## src/rtl/core/tcp_pkg.sv

```systemverilog
// ----------------------------------------------------------------------------
// tcp_pkg
// shared types and constants of the timeline counter pool
// ----------------------------------------------------------------------------
`default_nettype none

package tcp_pkg;

  localparam int DEPTH     = 256;
  localparam int ID_W      = 8;
  localparam int CNT_W     = 9;
  localparam int VAL_W     = 64;
  localparam int GROW_STEP = 16;

  // operation codes
  localparam logic [3:0] FN_INIT      = 4'd0;
  localparam logic [3:0] FN_ACQUIRE   = 4'd1;
  localparam logic [3:0] FN_RELEASE   = 4'd2;
  localparam logic [3:0] FN_NEXT      = 4'd3;
  localparam logic [3:0] FN_READ      = 4'd4;
  localparam logic [3:0] FN_SIGNAL    = 4'd5;
  localparam logic [3:0] FN_REACHED   = 4'd6;
  localparam logic [3:0] FN_RESET_ALL = 4'd7;
  localparam logic [3:0] FN_STATS     = 4'd8;

  // result status codes
  localparam logic [1:0] STS_OK        = 2'd0;
  localparam logic [1:0] STS_EXHAUSTED = 2'd1;
  localparam logic [1:0] STS_INVALID   = 2'd2;

  // configuration register indexes
  localparam logic [1:0] CFG_INITIAL = 2'd0;
  localparam logic [1:0] CFG_MAX     = 2'd1;
  localparam logic [1:0] CFG_GROWTH  = 2'd2;

  typedef struct packed {
    logic [3:0]       func;
    logic [ID_W-1:0]  entry_id;
    logic [VAL_W-1:0] operand_value;
  } in_word_t;

  typedef struct packed {
    logic [1:0]       status;
    logic [ID_W-1:0]  granted_id;
    logic [VAL_W-1:0] result_value;
    logic             reached;
    logic [CNT_W-1:0] total_count;
    logic [CNT_W-1:0] free_count;
    logic [CNT_W-1:0] busy_count;
    logic [7:0]       growth_count;
    logic [VAL_W-1:0] highest_value;
  } out_word_t;

  typedef struct packed {
    logic [CNT_W-1:0] initial_entries;
    logic [CNT_W-1:0] max_entries;
    logic             growth_enable;
  } cfg_t;

  typedef enum logic [1:0] {
    S_IDLE,
    S_WALK,
    S_FIN
  } state_t;

  typedef struct packed {
    logic load;
    logic step;
    logic finish;
  } ctrl_cmd_t;

  typedef struct packed {
    logic walk_op;
    logic walk_done;
  } dp_stat_t;

endpackage

`default_nettype wire

```

## src/rtl/core/tcp_ctrl.sv

```systemverilog
// ----------------------------------------------------------------------------
// tcp_ctrl
// sequencer: accept a word, walk entries if needed, hand off the result
// ----------------------------------------------------------------------------
`default_nettype none

module tcp_ctrl (
  input  wire logic             clk,
  input  wire logic             rst_n,
  input  wire logic             in_valid,
  input  wire logic             out_free,
  input  wire tcp_pkg::dp_stat_t stat,
  output tcp_pkg::ctrl_cmd_t    cmd,
  output logic                  in_stall
);
  import tcp_pkg::*;

  state_t state_r, state_nxt;

  always_ff @(posedge clk) begin
    if (!rst_n) begin
      state_r <= S_IDLE;
    end else begin
      state_r <= state_nxt;
    end
  end

  always_comb begin
    state_nxt = state_r;
    cmd       = '0;
    in_stall  = 1'b1;
    case (state_r)
      S_IDLE: begin
        in_stall = 1'b0;
        if (in_valid) begin
          cmd.load  = 1'b1;
          state_nxt = stat.walk_op ? S_WALK : S_FIN;
        end
      end
      S_WALK: begin
        cmd.step = 1'b1;
        if (stat.walk_done) state_nxt = S_FIN;
      end
      S_FIN: begin
        if (out_free) begin
          cmd.finish = 1'b1;
          state_nxt  = S_IDLE;
        end
      end
      default: state_nxt = S_IDLE;
    endcase
  end

endmodule

`default_nettype wire

```

## config.mk

```make
export PLATFORM = sky130hd
export DESIGN_NAME = tcp_ctrl
export DESIGN_NICKNAME = d
export VERILOG_FILES = /design/src/rtl/core/tcp_pkg.sv /design/src/rtl/core/tcp_ctrl.sv
export SDC_FILE = /design/constraint.sdc
export NUM_CORES = 1
export LEC_CHECK = 0
export BUFFER_PORTS_ARGS = -buffer_cell sky130_fd_sc_hd__clkbuf_2
export CORE_AREA = 2 2 39 41
export DETAILED_ROUTE_END_ITERATION = 7
export DIE_AREA = 0 0 41 43
export PLACE_DENSITY = 0.35
export SLEW_MARGIN = 20
export SYNTH_ARGS = -nofsm -noshare
export SYNTH_HDL_FRONTEND = slang
export SYNTH_SLANG_ARGS = --single-unit
export TNS_END_PERCENT = 50
```

## constraint.sdc

```tcl
create_clock -name clk -period 0.9 [get_ports clk]
set_input_delay 0.18 -clock clk [delete_from_list [all_inputs] [get_ports clk]]
set_output_delay 0.18 -clock clk [all_outputs]
set_load 0.02 [all_outputs]
```

=== Word level (Yosys, flattened, before mapping) ===
Index checks and enable logic that the tools add are counted.

* Logic and storage cells: 19
* Output and inout port bits: 4
* Register bits after elaboration: 2
* Input bits: 6

* Reductions and logical operators: 2
* Muxes and demuxes: 11
* Equal/unequal tests: 5

{| class="wikitable"
|+ Operators by type and width
! operator !! number
|-
| 2-bit two-way mux || 4
|-
| 1-bit two-way mux || 6
|-
| 2-bit inequality test (second input constant) || 3
|-
| 2-bit one-hot mux with 3 select lines || 1
|-
| 3-bit AND reduction || 1
|-
| 2-bit by 1-bit == test with 1-bit output (second input constant) || 1
|-
| 2-bit == test (second input constant) || 1
|-
| 2-bit zero test || 1
|}

=== Depth between registers and ports, before layout ===
* Word-level depth: 3
* Gate-level depth with buffers: 2
* Depth with buffers taken out: 2

=== Least setup slack after synthesis ===
Ideal clock, no wire load.

* Kind: reg2out
* Start: register state_r[0]
* End: output cmd[2] in the netlist's numbering
* Buffers on the path: 0
* Slack: -0.287 ns
* Stages on the path, launching flop included: 3
* Data arrival time: 1.007 ns
* Required time: 0.720 ns
* Cell sequence: dfxtp_1 -> or2_2 -> nor2_1

{| class="wikitable"
|+ RTL lines
! element !! line !! source
|-
| start, declared || tcp_ctrl.sv:18 || <nowiki>state_t state_r, state_nxt;</nowiki>
|-
| start signal, assigned || tcp_ctrl.sv:24 || <nowiki>state_r <= state_nxt;</nowiki>
|-
| end, declared || tcp_ctrl.sv:13 || <nowiki>output tcp_pkg::ctrl_cmd_t cmd,</nowiki>
|}

==> reports/qor.txt <==
Outcome: finished, violations left
Failing checks: setup timing
Largest regs: state_r: 2 flops
Fmax: 0.8477 GHz
Htree depth: 1
Setup violations, final: 5
R2r setup slk: -180 ps
Min Tclk post-route: 1180 ps
Count of cell types in the netlist: 13
Number of global-route vias before repair: 168
Met2 wire length: 206 um
Highest metal used: met4
Worst-Margin Slew: 196.4 ps
Antenna violations before repair: 0
Register bit total from synthesis: 2
Root Buffer: clkbuf_4
Die Height: 43 um
Wire per inst: 9.521 um
DR iter-0 viols: 0
Critical path launch point type: register
Area of the multi-input gates: 108.9 um^2
Initial core utilization: 0.09222
First-pass GRT wire length: 641 um
Sink Count: 2
Leakage power total: 0.1422 nW
Placed Cells: 44
Drc violations: 0
Cell Area, Synth: 127.6 um^2
Die X: 41 um
# fillers: 165
IO Pins: 10
P per Cell Area: 1423 nW/um^2
Max Cap Viol: 0
Final Net Count: 40
Largest net degree at the start of global routing: 5
Hold Vio Cnt, Final: 0
Total negative slack: -1180 ps
Syn_nets: 22
Pre-antenna DRT Iters: 1
Via count: 181
Crit-path max FO: 4
Placement Rows: 14
Area grow syn2layout: 136.3%
Register area: 42.54 um^2
Post-Synthesis Cells: 16
Die ar.: 1763 um^2
RSZ-0062 raised after global routing: true
Grt ovf: 0
Final ANT Viol Nets: 0
Non-filler instance count after layout: 48
GPL Wtd Cong: 0.5855
Worst-Skew Late Latency: 220 ps
Top reg by flops: state_r
VDD IR max: 0.5984 mV
Post-Route Skew: 0.3482 ps
Worst hold path class: in -> reg
Share of layout cells above drive strength 1: 0.7500
CORE AREA: 1384 um^2
Sequential share of the synthesized area: 0.3137
Max-slew violations: 0
Synth Area per Inst: 7.976 um^2
Max FFs per register: 2
# diodes: 0
CP endpoint kind: output port
Relative slew margins: 0.8688
GRT Total Usage: 0.06212
PortBufs: 9
Num CTS Buffers: 3
Met1 Routed Length: 172 um
Final Cycle Share: 1.311
Overall routed net length: 457 um
Via/cell ratio: 3.771
Worst endpoint required time: 720 ps
Longest Clk Path Bufs: 2
Met3 WL post-DR: 51 um
WS Path Type: reg -> out
Setup ws final: -279.7 ps
Clk pin slew, worst setup/hold paths: 30 ps
Data arrival, critical path: 1000 ps
Synth warnings: 0
CTS hold repair buffers: 0
CTS tree: built
worst max-delay path, stage by stage (launching register included):
cell	delay, ps
dfxtp_2	320
or2_4	260
nor2_4	90
buf_8	110
placed cells by master, fill, tap and decap left out, types with 2 or more instances in the layout:
cell type  n
clkbuf_2   5
clkbuf_4   3
buf_4      3
nand2b_1   2
buf_6      2
dfxtp_2    2
routing by layer:
layer	track usage	vias up
met1	0.04792	78
met3	0.02094	4
li1	-	88
met2	0.08750	11
met5	0	-
met4	0.1000	0
synth_stat cells, drive strengths merged:
| library cell | number | area [um^2] |
|---|---|---|
| dfxtp | 2 | 40.04 |
| nor3b | 1 | 7.510 |
| o31a | 1 | 8.760 |
| or2 | 1 | 6.260 |
| and3b | 1 | 8.760 |
| a21oi | 1 | 5.000 |
| nand2b | 2 | 12.51 |
| nand3b | 1 | 7.510 |
| and2b | 1 | 7.510 |
| nand2 | 1 | 3.750 |
| nor4b | 1 | 8.760 |
| inv | 1 | 3.750 |
| nor2 | 2 | 7.510 |
what timing repair did:
action / in CTS / in global routing
setup buffers: 1 / 0
hold endpoints to repair: 0 / 0
pin swaps: 2 / 2
setup endpoints to repair: 5 / 6
resized for setup: 6 / 8
power by group:
group	internal, mW	switching, mW	leakage (nW)
combinational	0.0741	0.0593	0.111
sequential	0.0969	0.00574	0.0172
clock	0.147	0.0464	0.0138
through the flow:
stage	area, um^2	total power [mW]	hold slack (ps)	setup WS (ps)	util
finish	301.5	0.4291	200.2	-279.7	0.2179
detailed placement	227.7	0.2054	428.1	-98.32	0.1646
CTS	281.5	0.4269	194.3	-302.3	0.2034
global route	301.5	0.4625	209.9	-311.1	0.2179
global placement	227.7	0.2045	421.6	-119.7	0.1646
floorplan	140.1	0.1608	300.5	-54.49	-
kinds of logic after synthesis:
family / after synthesis / synth area share
flops: 2 / 0.3137
compound gates: 2 / 0.1078
simple gates: 11 / 0.5491
buf+inv: 1 / 0.02938
area by class of cell:
type                       count  share of cell area
multi-input combinational     13              0.3610
sequential                     2              0.1411
timing repair buffer          13              0.3444
tap                           16             0.06639
clock buffer                   3             0.07469
inverter                       1             0.01245
final timing paths:
| check | start | to | cells after the start |
|---|---|---|---|
| max | state_r[0] | cmd[2] | 3 |
| min | rst_n | state_r[1] | 2 |
| max reg2reg | state_r[1] | state_r[1] | 4 |
| min reg2reg | state_r[1] | state_r[0] | 3 |
(Power assumes the default switching activity.)
